--- config.mk ---
export PLATFORM = sky130hd
export DESIGN_NAME = fat_volume_geometry
export DESIGN_NICKNAME = d
export VERILOG_FILES = /design/src/hw/rtl/fvg_pkg.sv /design/src/hw/rtl/fvg_divider.sv /design/src/hw/rtl/fat_volume_geometry.sv
export SDC_FILE = /design/constraint.sdc
export NUM_CORES = 2
export LEC_CHECK = 0
export BUFFER_PORTS_ARGS = -buffer_cell sky130_fd_sc_hd__buf_2
export CORE_MARGIN = 8
export CORE_UTILIZATION = 29
export CTS_CLUSTER_SIZE = 25
export DETAILED_ROUTE_END_ITERATION = 12
export HOLD_SLACK_MARGIN = 0.15
export PLACE_DENSITY = 0.48
export SLEW_MARGIN = 20
export SYNTH_ARGS = -nofsm -noshare
export SYNTH_HDL_FRONTEND = slang
export SYNTH_SLANG_ARGS = --single-unit
--- constraint.sdc ---
create_clock -name clk -period 12 [get_ports clk]
set_input_delay 2.4 -clock clk [delete_from_list [all_inputs] [get_ports clk]]
set_output_delay 2.4 -clock clk [all_outputs]
set_load 0.01 [all_outputs]
--- src/hw/rtl/fvg_pkg.sv ---
// Shared constants and types for the FAT volume geometry pipeline.
`timescale 1ns / 1ps
`default_nettype none

package fvg_pkg;

    localparam int SECTOR_BYTES = 512;
    localparam int ROOT_ENTRIES = 512;
    localparam int SB_SHIFT     = $clog2(SECTOR_BYTES);

    // Root directory sectors plus one spare, plus one reserved sector.
    localparam int OVERHEAD = (ROOT_ENTRIES * 32 + SECTOR_BYTES + 1) / SECTOR_BYTES + 1;

    localparam int VOL_W      = 32;
    localparam int Q_W        = 32;
    localparam int NUM_W      = VOL_W + SB_SHIFT;
    localparam int DIVISOR_W  = $clog2(64 * SECTOR_BYTES + 4 + 1);
    localparam int DIV_STAGES = 8;
    localparam int DIV_BITS   = Q_W / DIV_STAGES;

    // Accepting edge to the edge that loads the result registers.
    localparam int PIPE_LAT = DIV_STAGES + 3;

    localparam logic [VOL_W-1:0] CS64_MIN = 32'd2098000;
    localparam logic [VOL_W-1:0] CS32_MIN = 32'd1050000;
    localparam logic [VOL_W-1:0] CS16_MIN = 32'd526000;
    localparam logic [VOL_W-1:0] CS8_MIN  = 32'd264000;
    localparam logic [VOL_W-1:0] CS4_MIN  = 32'd132000;
    localparam logic [VOL_W-1:0] CS2_MIN  = 32'd68000;

    localparam logic [Q_W-1:0] FAT12_LIMIT = 32'd4086;
    localparam logic [VOL_W-1:0] SMALL_LIMIT = 32'd65536;

    typedef logic [VOL_W-1:0]     vol_t;
    typedef logic [DIVISOR_W-1:0] divisor_t;
    typedef logic [Q_W-1:0]       quot_t;

    typedef struct packed {
        vol_t        vol;
        logic [2:0]  cs_shift;
        logic [4:0]  head_shift;
        logic [15:0] track;
        logic        too_small;
    } side_t;

endpackage

`default_nettype wire

--- src/hw/rtl/fvg_divider.sv ---
// Pipelined restoring divider: (usable * sector bytes) / divisor, four quotient bits a stage.
`timescale 1ns / 1ps
`default_nettype none

module fvg_divider (
    input  logic                      clk,
    input  logic [fvg_pkg::NUM_W-1:0] num,
    input  fvg_pkg::divisor_t         divisor,
    output fvg_pkg::quot_t            quotient
);
    import fvg_pkg::*;

    divisor_t rem_reg [DIV_STAGES];
    quot_t    low_reg [DIV_STAGES];
    quot_t    quo_reg [DIV_STAGES];
    divisor_t div_reg [DIV_STAGES];

    genvar s;
    generate
        for (s = 0; s < DIV_STAGES; s++)
        begin : g_stage
            divisor_t rem_in;
            quot_t    low_in;
            quot_t    quo_in;
            divisor_t div_in;
            divisor_t rem_next;
            quot_t    low_next;
            quot_t    quo_next;

            if (s == 0)
            begin : g_first
                // Top dividend bits are below the divisor, so the quotient fits Q_W bits.
                assign rem_in = DIVISOR_W'(num[NUM_W-1:Q_W]);
                assign low_in = num[Q_W-1:0];
                assign quo_in = '0;
                assign div_in = divisor;
            end
            else
            begin : g_rest
                assign rem_in = rem_reg[s-1];
                assign low_in = low_reg[s-1];
                assign quo_in = quo_reg[s-1];
                assign div_in = div_reg[s-1];
            end

            always_comb
            begin
                logic [DIVISOR_W:0] trial;
                rem_next = rem_in;
                low_next = low_in;
                quo_next = quo_in;
                for (int j = 0; j < DIV_BITS; j++)
                begin
                    trial = {rem_next, low_next[Q_W-1]};
                    low_next = {low_next[Q_W-2:0], 1'b0};
                    if (trial >= {1'b0, div_in})
                    begin
                        trial = trial - {1'b0, div_in};
                        quo_next = {quo_next[Q_W-2:0], 1'b1};
                    end
                    else
                    begin
                        quo_next = {quo_next[Q_W-2:0], 1'b0};
                    end
                    rem_next = trial[DIVISOR_W-1:0];
                end
            end

            always_ff @(posedge clk)
            begin
                rem_reg[s] <= rem_next;
                low_reg[s] <= low_next;
                quo_reg[s] <= quo_next;
                div_reg[s] <= div_in;
            end
        end
    endgenerate

    assign quotient = quo_reg[DIV_STAGES-1];

endmodule

`default_nettype wire

--- src/hw/rtl/fat_volume_geometry.sv ---
// Top level: FAT12/FAT16 layout parameters computed from a volume size.
// Output: done is registered and rises together with the result registers that it qualifies.
// Throughput: one transaction per cycle; busy stays low, start may be high every cycle.
// The eight-stage quotient pipeline (two dividers side by side) makes up most of the latency.
// Reset: rst_n clears all valid bits asynchronously; data registers are not reset.
// The receiver cannot stall, so no result is ever held back in the pipeline.
`timescale 1ns / 1ps
`default_nettype none

module fat_volume_geometry (
    input  logic                       clk,
    input  logic                       rst_n,
    input  logic                       start,
    output logic                       busy,
    input  logic [fvg_pkg::VOL_W-1:0]  volume_sectors,
    output logic                       done,
    output logic                       fat_type,
    output logic [6:0]                 cluster_sectors,
    output logic [16:0]                head_count,
    output logic [15:0]                track_sectors,
    output logic [31:0]                clusters,
    output logic [31:0]                fat_sectors,
    output logic [15:0]                small_count,
    output logic [31:0]                large_count,
    output logic                       too_small
);
    import fvg_pkg::*;

    // Stage A: captured volume.
    logic va_reg;
    vol_t vol_a_reg;

    // Stage A combinational decode.
    logic [2:0]  cs_shift_a;
    logic [4:0]  head_shift_a;
    vol_t        usable_a;
    logic        too_small_a;
    logic [6:0]  cs_a;
    side_t       side_a;

    // Stage B: divider operands.
    logic     vb_reg;
    vol_t     usable_b_reg;
    divisor_t div12_b_reg;
    divisor_t div16_b_reg;
    side_t    side_b_reg;

    // Sideband alongside the dividers.
    logic  vd_reg   [DIV_STAGES];
    side_t side_d_reg [DIV_STAGES];
    quot_t q12;
    quot_t q16;

    // Stage C.
    logic          vc_reg;
    quot_t         c12_reg;
    quot_t         c16_reg;
    logic          over_reg;
    logic [Q_W:0]  half12_reg;
    side_t         side_c_reg;
    logic [Q_W+1:0] half12_next;

    // Output stage.
    logic [Q_W+1:0] f12_sum;
    logic [Q_W+1:0] f16_sum;
    logic           done_reg;
    logic           fat_type_reg;
    logic [6:0]     cluster_sectors_reg;
    logic [16:0]    head_count_reg;
    logic [15:0]    track_sectors_reg;
    quot_t          clusters_reg;
    quot_t          fat_sectors_reg;
    logic [15:0]    small_count_reg;
    vol_t           large_count_reg;
    logic           too_small_reg;

    assign busy = 1'b0;

    always_ff @(posedge clk or negedge rst_n)
    begin
        if (!rst_n)
        begin
            va_reg <= 1'b0;
        end
        else
        begin
            va_reg <= start && !busy;
        end
    end

    always_ff @(posedge clk)
    begin
        vol_a_reg <= volume_sectors;
    end

    always_comb
    begin
        priority if (vol_a_reg >= CS64_MIN) cs_shift_a = 3'd6;
        else if (vol_a_reg >= CS32_MIN)     cs_shift_a = 3'd5;
        else if (vol_a_reg >= CS16_MIN)     cs_shift_a = 3'd4;
        else if (vol_a_reg >= CS8_MIN)      cs_shift_a = 3'd3;
        else if (vol_a_reg >= CS4_MIN)      cs_shift_a = 3'd2;
        else if (vol_a_reg >= CS2_MIN)      cs_shift_a = 3'd1;
        else                                cs_shift_a = 3'd0;
    end

    // Smallest shift of at least one that brings the volume under 65536.
    always_comb
    begin
        head_shift_a = 5'd1;
        for (int j = 17; j < VOL_W; j++)
        begin
            if (vol_a_reg[j])
            begin
                head_shift_a = 5'(j - 15);
            end
        end
    end

    assign too_small_a = vol_a_reg < VOL_W'(OVERHEAD);
    assign usable_a    = too_small_a ? '0 : vol_a_reg - VOL_W'(OVERHEAD);
    assign cs_a        = 7'd1 << cs_shift_a;

    always_comb
    begin
        side_a.vol        = vol_a_reg;
        side_a.cs_shift   = cs_shift_a;
        side_a.head_shift = head_shift_a;
        side_a.track      = 16'(vol_a_reg >> head_shift_a);
        side_a.too_small  = too_small_a;
    end

    always_ff @(posedge clk or negedge rst_n)
    begin
        if (!rst_n)
        begin
            vb_reg <= 1'b0;
        end
        else
        begin
            vb_reg <= va_reg;
        end
    end

    always_ff @(posedge clk)
    begin
        usable_b_reg <= usable_a;
        div12_b_reg  <= (DIVISOR_W'(cs_a) << SB_SHIFT) + DIVISOR_W'(3);
        div16_b_reg  <= (DIVISOR_W'(cs_a) << SB_SHIFT) + DIVISOR_W'(4);
        side_b_reg   <= side_a;
    end

    fvg_divider u_div12 (
        .clk      (clk),
        .num      ({usable_b_reg, SB_SHIFT'(0)}),
        .divisor  (div12_b_reg),
        .quotient (q12)
    );

    fvg_divider u_div16 (
        .clk      (clk),
        .num      ({usable_b_reg, SB_SHIFT'(0)}),
        .divisor  (div16_b_reg),
        .quotient (q16)
    );

    genvar s;
    generate
        for (s = 0; s < DIV_STAGES; s++)
        begin : g_side
            always_ff @(posedge clk or negedge rst_n)
            begin
                if (!rst_n)
                begin
                    vd_reg[s] <= 1'b0;
                end
                else
                begin
                    vd_reg[s] <= (s == 0) ? vb_reg : vd_reg[(s == 0) ? 0 : s - 1];
                end
            end

            always_ff @(posedge clk)
            begin
                side_d_reg[s] <= (s == 0) ? side_b_reg : side_d_reg[(s == 0) ? 0 : s - 1];
            end
        end
    endgenerate

    assign half12_next = ({2'b00, q12} + {1'b0, q12, 1'b0} + (Q_W+2)'(1)) >> 1;

    always_ff @(posedge clk or negedge rst_n)
    begin
        if (!rst_n)
        begin
            vc_reg <= 1'b0;
        end
        else
        begin
            vc_reg <= vd_reg[DIV_STAGES-1];
        end
    end

    always_ff @(posedge clk)
    begin
        c12_reg    <= q12;
        c16_reg    <= q16;
        over_reg   <= q12 > FAT12_LIMIT;
        half12_reg <= half12_next[Q_W:0];
        side_c_reg <= side_d_reg[DIV_STAGES-1];
    end

    assign f12_sum = {1'b0, half12_reg} + (Q_W+2)'(SECTOR_BYTES + 1);
    assign f16_sum = {1'b0, c16_reg, 1'b0} + (Q_W+2)'(SECTOR_BYTES + 1);

    always_ff @(posedge clk or negedge rst_n)
    begin
        if (!rst_n)
        begin
            done_reg <= 1'b0;
        end
        else
        begin
            done_reg <= vc_reg;
        end
    end

    always_ff @(posedge clk)
    begin
        fat_type_reg        <= over_reg;
        cluster_sectors_reg <= 7'd1 << side_c_reg.cs_shift;
        head_count_reg      <= 17'd1 << side_c_reg.head_shift;
        track_sectors_reg   <= side_c_reg.track;
        clusters_reg        <= over_reg ? c16_reg : c12_reg;
        fat_sectors_reg     <= over_reg ? Q_W'(f16_sum >> SB_SHIFT) : Q_W'(f12_sum >> SB_SHIFT);
        too_small_reg       <= side_c_reg.too_small;
        if (side_c_reg.vol >= SMALL_LIMIT)
        begin
            small_count_reg <= '0;
            large_count_reg <= side_c_reg.vol;
        end
        else
        begin
            small_count_reg <= side_c_reg.vol[15:0];
            large_count_reg <= '0;
        end
    end

    assign done            = done_reg;
    assign fat_type        = fat_type_reg;
    assign cluster_sectors = cluster_sectors_reg;
    assign head_count      = head_count_reg;
    assign track_sectors   = track_sectors_reg;
    assign clusters        = clusters_reg;
    assign fat_sectors     = fat_sectors_reg;
    assign small_count     = small_count_reg;
    assign large_count     = large_count_reg;
    assign too_small       = too_small_reg;

endmodule

`default_nettype wire

# [After elaboration in Yosys (flattened, before gate mapping)]
# Memories as Yosys holds them, arrays and structs flattened. A register that Yosys moved wholly into a read port is not among the register bits.
# Index checks and enable logic that the tools add are counted.
[op_classes] n_addsub=71 order_cmp=73 shifts=4 n_mux=151
[ops] cell="$ge 17x16->1" n=62
[ops] cell="$mux 16" n=64
[ops] cell="$sub 16x16->16" n=62
[ops] cell="$add 33x10->34 const B" n=2
[ops] cell="$mux 1" n=65
[ops] cell="$ge 32x17->1 const B" n=2
[ops] cell="$mux 5" n=8
[ops] cell="$add 32x33->34" n=1
[ops] cell="$add 34x1->34 const B" n=1
[ops] cell="$ge 10x16->1" n=2
[ops] cell="$ge 32x18->1 const B" n=1
[ops] cell="$ge 32x19->1 const B" n=1
[ops] cell="$ge 32x20->1 const B" n=1
[ops] cell="$ge 32x21->1 const B" n=1
[ops] cell="$ge 32x22->1 const B" n=1
[ops] cell="$gt 32x12->1 const B" n=1
[ops] cell="$lt 32x6->1 const B" n=1
[ops] cell="$mux 32" n=1
[ops] cell="$shr 32x5->16" n=1
[ops] cell="$sub 10x16->16" n=2
[ops] cell="$sub 32x6->32 const B" n=1
[ops] cell="$mux 3" n=9
[ops] cell="$mux 25" n=1
[ops] cell="$shl 1x5->17 const A" n=1
[ops] cell="5 further kinds" n=7
[word_totals] reg_bits=378 ram_bits=1928 output_inout_bits=156 elab_cells=341 mem_count=9
[memory_table] name="side_d_reg" words=8 width=57 rd=8 rd_clocked_by_memory_dff=1 wr=8 line="fat_volume_geometry.sv:50" text="side_t side_d_reg [DIV_STAGES];"
[memory_table] name="u_div12.quo_reg" words=8 width=32 rd=8 rd_clocked_by_memory_dff=0 wr=8 line="fvg_divider.sv:15" text="quot_t quo_reg [DIV_STAGES];"
[memory_table] name="u_div16.quo_reg" words=8 width=32 rd=8 rd_clocked_by_memory_dff=1 wr=8 line="fvg_divider.sv:15"
[memory_table] name="u_div12.low_reg" words=8 width=28 rd=7 rd_clocked_by_memory_dff=0 wr=8 line="fvg_divider.sv:14" text="quot_t low_reg [DIV_STAGES];"
[memory_table] name="u_div16.low_reg" words=8 width=28 rd=7 rd_clocked_by_memory_dff=0 wr=8 line="fvg_divider.sv:14"
[memory_table] name="u_div12.div_reg" words=8 width=16 rd=7 rd_clocked_by_memory_dff=0 wr=8 line="fvg_divider.sv:16" text="divisor_t div_reg [DIV_STAGES];"
[memory_table] name="+3 memories"

# [Logic depth before layout (Yosys ltp)]
[depth] ltp_word=16 mapped_depth=46

# [Hierarchy]
# Synthesis repeated with hierarchy kept, for this count alone.
[hier_totals] hier_cells=10627 hier_area_um2=99900.8
[modules_own_cells] module="fvg_divider at u_div16" n_inst=1 cells_per_inst=4339 area_per_inst_um2=37745.0 seq_area_each_um2=9609.2
[modules_own_cells] module="fvg_divider at u_div12" n_inst=1 cells_per_inst=4405 area_per_inst_um2=37664.9 seq_area_each_um2=9609.2
[modules_own_cells] module="fat_volume_geometry" n_inst=1 cells_per_inst=1883 area_per_inst_um2=24491.0 seq_area_each_um2=17837.1

# [Least setup slack after synthesis]
# OpenSTA, ideal clock, no wires.
[synth_timing] path_type="register to register" startpoint="mem u_div12.div_reg[1][26] in the netlist's numbering" endpoint="mem u_div12.rem_reg[1][42] in the netlist's numbering" setup_ps=121 arrival_time_ps=9287 required_ps=11879 setup_slack_ps=2593 stages_incl_launch_ff=43 n_path_buf=4 synth_period_minus_slack_ps=9407 path_cell_list="dfxtp_1 -> inv_1 -> ha_1 -> nand3_1 -> and3_1 -> a211o_1 -> nand2_1 -> inv_1 -> buf_1 -> o31ai_1 -> ha_1 -> a21o_1 -> a21o_1 -> a21o_1 -> or3_1 -> a2111oi_0 -> a31o_2 -> nand2_1 -> (+7 left out) -> a21oi_1 -> nor2b_1 -> o21ai_0 -> nand2b_1 -> a21oi_1 -> o21ai_0 -> a21oi_1 -> clkbuf_1 -> nor2_1 -> xor2_1 -> ha_1 -> o2111ai_1 -> a41oi_1 -> o311ai_0 -> and2_1 -> clkbuf_1 -> clkinv_1 -> mux2_2"
[synth_lines] element="start: declaration" line="fvg_divider.sv:16"
[synth_lines] element="end: declaration" line="fvg_divider.sv:13" text="divisor_t rem_reg [DIV_STAGES];"

==> results.txt <==
----------------------------------------------------
[Routing]
  Post-route ant nets ... 0
  Per-cell routed wire length ... 17.9 um
  First-pass detailed-route iteration total ... 6
  Iteration-0 DRC count of the detailed router ... 3944
  Vias after detailed routing ... 61300
  DRT Wirelength ... 220000 um
  Vias per cell ... 4.99
  Remaining routing DRC violations ... 0

[Cells and area]
  Leading cell types in the layout, fill and taps excluded ... sky130_fd_sc_hd__dfxtp_1, sky130_fd_sc_hd__nor2_1, sky130_fd_sc_hd__nand2_1, sky130_fd_sc_hd__ha_1, sky130_fd_sc_hd__a21oi_1
  Flip-flop count of the largest register, all copies and words added ... 448
  Most common cell after layout, fill and taps aside ... sky130_fd_sc_hd__dfxtp_1
  Fraction of layout instances using a drive strength above 1 ... 9.33%
  Layout Area Growth over Synthesis ... 14.1%
  Util after Layout ... 33.3%
  Total number of nets in the final design ... 9231

[GRT]
  Wire length of the first global-routing pass ... 341000 um
  Maximum number of pins on one net before global-route repair ... 47
  GRT Resource Usage Total ... 15.1%
  Global route total overflow ... 0
  Via count of the first global-routing pass ... 59600
  Number of antenna violations at the first check in global routing ... 9

[Worst setup path]
  Crit path kind ... reg -> reg
  Cell repeated most along the worst path ... sky130_fd_sc_hd__a21o_1
  Crit path max-delay cell type ... sky130_fd_sc_hd__nor2_1
  Data arrival time at the worst-slack endpoint ... 11.48 ns
  Worst-path maximum fanout ... 19
  Crit start category ... flip-flop
  Data required time at the worst endpoint ... 12.64 ns
  Critical path capture point type ... flip-flop
  Peak per-stage delay on the critical path ... 0.89 ns

[Clock tree]
  Level count of the clock H-tree ... 4
  Hold bufs inserted after CTS ... 0
  Number of clock buffers inserted by TritonCTS ... 160
  Clock slew at the register clock pins of the worst setup and hold paths ... 0.06 ns
  Post_cts resized ... 0
  CTS tree ... yes
  Clock Tree Buf Depth ... 3
  Clock tree root buffer cell ... sky130_fd_sc_hd__clkbuf_16
  Post-CTS Setup Repair Bufs ... 0
  Worst-Skew Late Latency ... 0.80 ns
  Clk sinks ... 1500

[Floorplanning]
  X dimension of the die ... 527 um
  Io pins ... 191
  Area of the placeable core ... 260000 um2
  Initial Util ... 29.2%
  Die area ... 278000 um2
  Core Rows ... 187
  DIE HEIGHT ... 527 um

[Min path]
  Path class of the lowest-slack min-delay path ... reg -> reg

[Synth]
  YS warnings ... 0
  Share of synthesized flip-flops with an asynchronous set or reset ... 0.800%
  Number of distinct library cell variants in the gate-level netlist after synthesis ... 110
  Cell count after synthesis ... 8453
  Cell taking the most area after synthesis ... sky130_fd_sc_hd__dfxtp_1
  Predominant post-synthesis flop cell ... sky130_fd_sc_hd__dfxtp_1
  Number of synthesized register bits ... 1500
  Synth Area per Inst ... 8.97 um2
  Seq/Total Area, Yosys ... 39.7%
  Post-synth EDFFs ... 0
  Cell types occupying the most area after synthesis ... sky130_fd_sc_hd__dfxtp_1, sky130_fd_sc_hd__ha_1, sky130_fd_sc_hd__xnor2_1
  Area fraction of the dominant cell type after synthesis ... 39.3%
  Post-synth design cell area ... 75900 um2

[Placement]
  Dpl hpwl ... 173000 um
  Final weighted congestion of routability-driven global placement ... 0.887
  Worst slack, placed ... 1.24 ns
  I/O Buffers ... 182

[Timing]
  Worst hold margin ... 0.297 ns
  Least-Margin Pin Slew ... 1.18 ns
  Fin crit share ... 90.3%
  Final setup skew ... 0.0592 ns
  Achievable clock frequency ... 92.2 MHz
  Final setup slack of the worst path ... 1.16 ns
  Number of slew-limit violations in the final report ... 0
  Post-layout minimum cycle time ... 10.84 ns
  Worst slew slack as a fraction of its limit ... 20.2%
  Post-route setup TNS ... 0 ns
  RSZ-0062 raised after global routing ... no
  Final number of hold-violating endpoints ... 0
  Number of failing setup endpoints in the final timing report ... 0

[Flow run]
  Max-cap violations ... 0

[Run status]
  Outcome ... finished, final reports clean

----------------------------------------------------
## layer usage
layer  part of all wire (%)  up-vias  wire, um  track usage [%]
met4                    4.1        2      8920             6.08
met2                     47     1351    103000             25.9
met1                     46    28800    100000             19.3
met5                 0.0055        -        12                0
li1                       -    30800         -                -
met3                    3.8      353      8430             1.84
## critical path, delay by kind of cell (launching register included)
family | cells | cell delay (ns)
AOI/OAI and AO/OA | 23 | 4.96
and+or+nand+nor | 7 | 2.56
adders and majority gates | 4 | 1.18
buffers and inverters | 4 | 0.86
muxes | 2 | 0.72
DFF | 1 | 0.32
xor gates and xnor gates | 1 | 0.12
## final timing paths
kind | slack, ns | cells past startpoint | end | from
setup / recovery | 1.16 | 41 | u_div16.rem_reg[0][58] | u_div12.div_reg[0][41]
hold / removal | 0.30 | 0 | u_div16.quo_reg[7][18] | u_div16.quo_reg[6][14]
setup reg to reg | 1.16 | 41 | u_div16.rem_reg[0][58] | u_div12.div_reg[0][41]
hold reg to reg | 0.30 | 0 | u_div16.quo_reg[7][18] | u_div16.quo_reg[6][14]
max in group asynchronous | 10.33 | 1 | vd_reg[0] | rst_n
min in group asynchronous | 1.46 | 1 | vb_reg | rst_n
## layout make-up
class	count	area [um2]
antenna	17	42.5
clock buffer	226	4650
clock inverter	69	1040
fill	26600	173000
inverter	370	1390
multi-input combinational	6351	43500
sequential	1500	30100
tap	3496	4370
timing repair buffer	256	1470
## cell families after synthesis
family	Yosys count	synth area share (%)
simple gates	2675	17.5
compound gates	2112	18.4
flops	1500	39.7
xor+xnor	766	8.87
buf+inv	612	3.10
fa+ha+maj	557	9.20
mux	230	3.27
other cells	1	0.00494
## synthesized netlist by cell type (26+ instances only)
library cell and n:
sky130_fd_sc_hd__and4_1 26, sky130_fd_sc_hd__nor4_1 73, sky130_fd_sc_hd__dfxtp_1 1488, sky130_fd_sc_hd__nand2b_1 104, sky130_fd_sc_hd__or4_1 39, sky130_fd_sc_hd__a21boi_0 38, sky130_fd_sc_hd__a21oi_1 555, sky130_fd_sc_hd__and2_1 93
sky130_fd_sc_hd__nor3_1 223, sky130_fd_sc_hd__o31ai_1 96, sky130_fd_sc_hd__or3_1 72, sky130_fd_sc_hd__o211ai_1 50, sky130_fd_sc_hd__xor2_1 272, sky130_fd_sc_hd__a31oi_1 86, sky130_fd_sc_hd__xnor2_1 492, sky130_fd_sc_hd__a211oi_1 73
sky130_fd_sc_hd__nor2b_1 70, sky130_fd_sc_hd__nor3b_1 34, sky130_fd_sc_hd__nand2_1 669, sky130_fd_sc_hd__and3_1 89, sky130_fd_sc_hd__o21ai_0 442, sky130_fd_sc_hd__nor2_1 673, sky130_fd_sc_hd__clkbuf_1 203, sky130_fd_sc_hd__inv_1 344
sky130_fd_sc_hd__or2_2 62, sky130_fd_sc_hd__ha_1 556, sky130_fd_sc_hd__mux2i_1 107, sky130_fd_sc_hd__o21a_1 99, sky130_fd_sc_hd__a211o_1 28, sky130_fd_sc_hd__a21o_1 197, sky130_fd_sc_hd__o21bai_1 58, sky130_fd_sc_hd__mux2_2 121
sky130_fd_sc_hd__nand3_1 226, sky130_fd_sc_hd__nand4_1 114, sky130_fd_sc_hd__o31a_1 26
## stage by stage
stage	area (um2)	cells
after CTS	86500	12300
final	86600	12300
after global placement	80800	12000
after detailed placement	80800	12000
after global routing	86600	12300
after floorplan	75900	8463
Power is not shown: default switching activity piles up to over one toggle a cycle in this logic, so the estimate is an artifact.
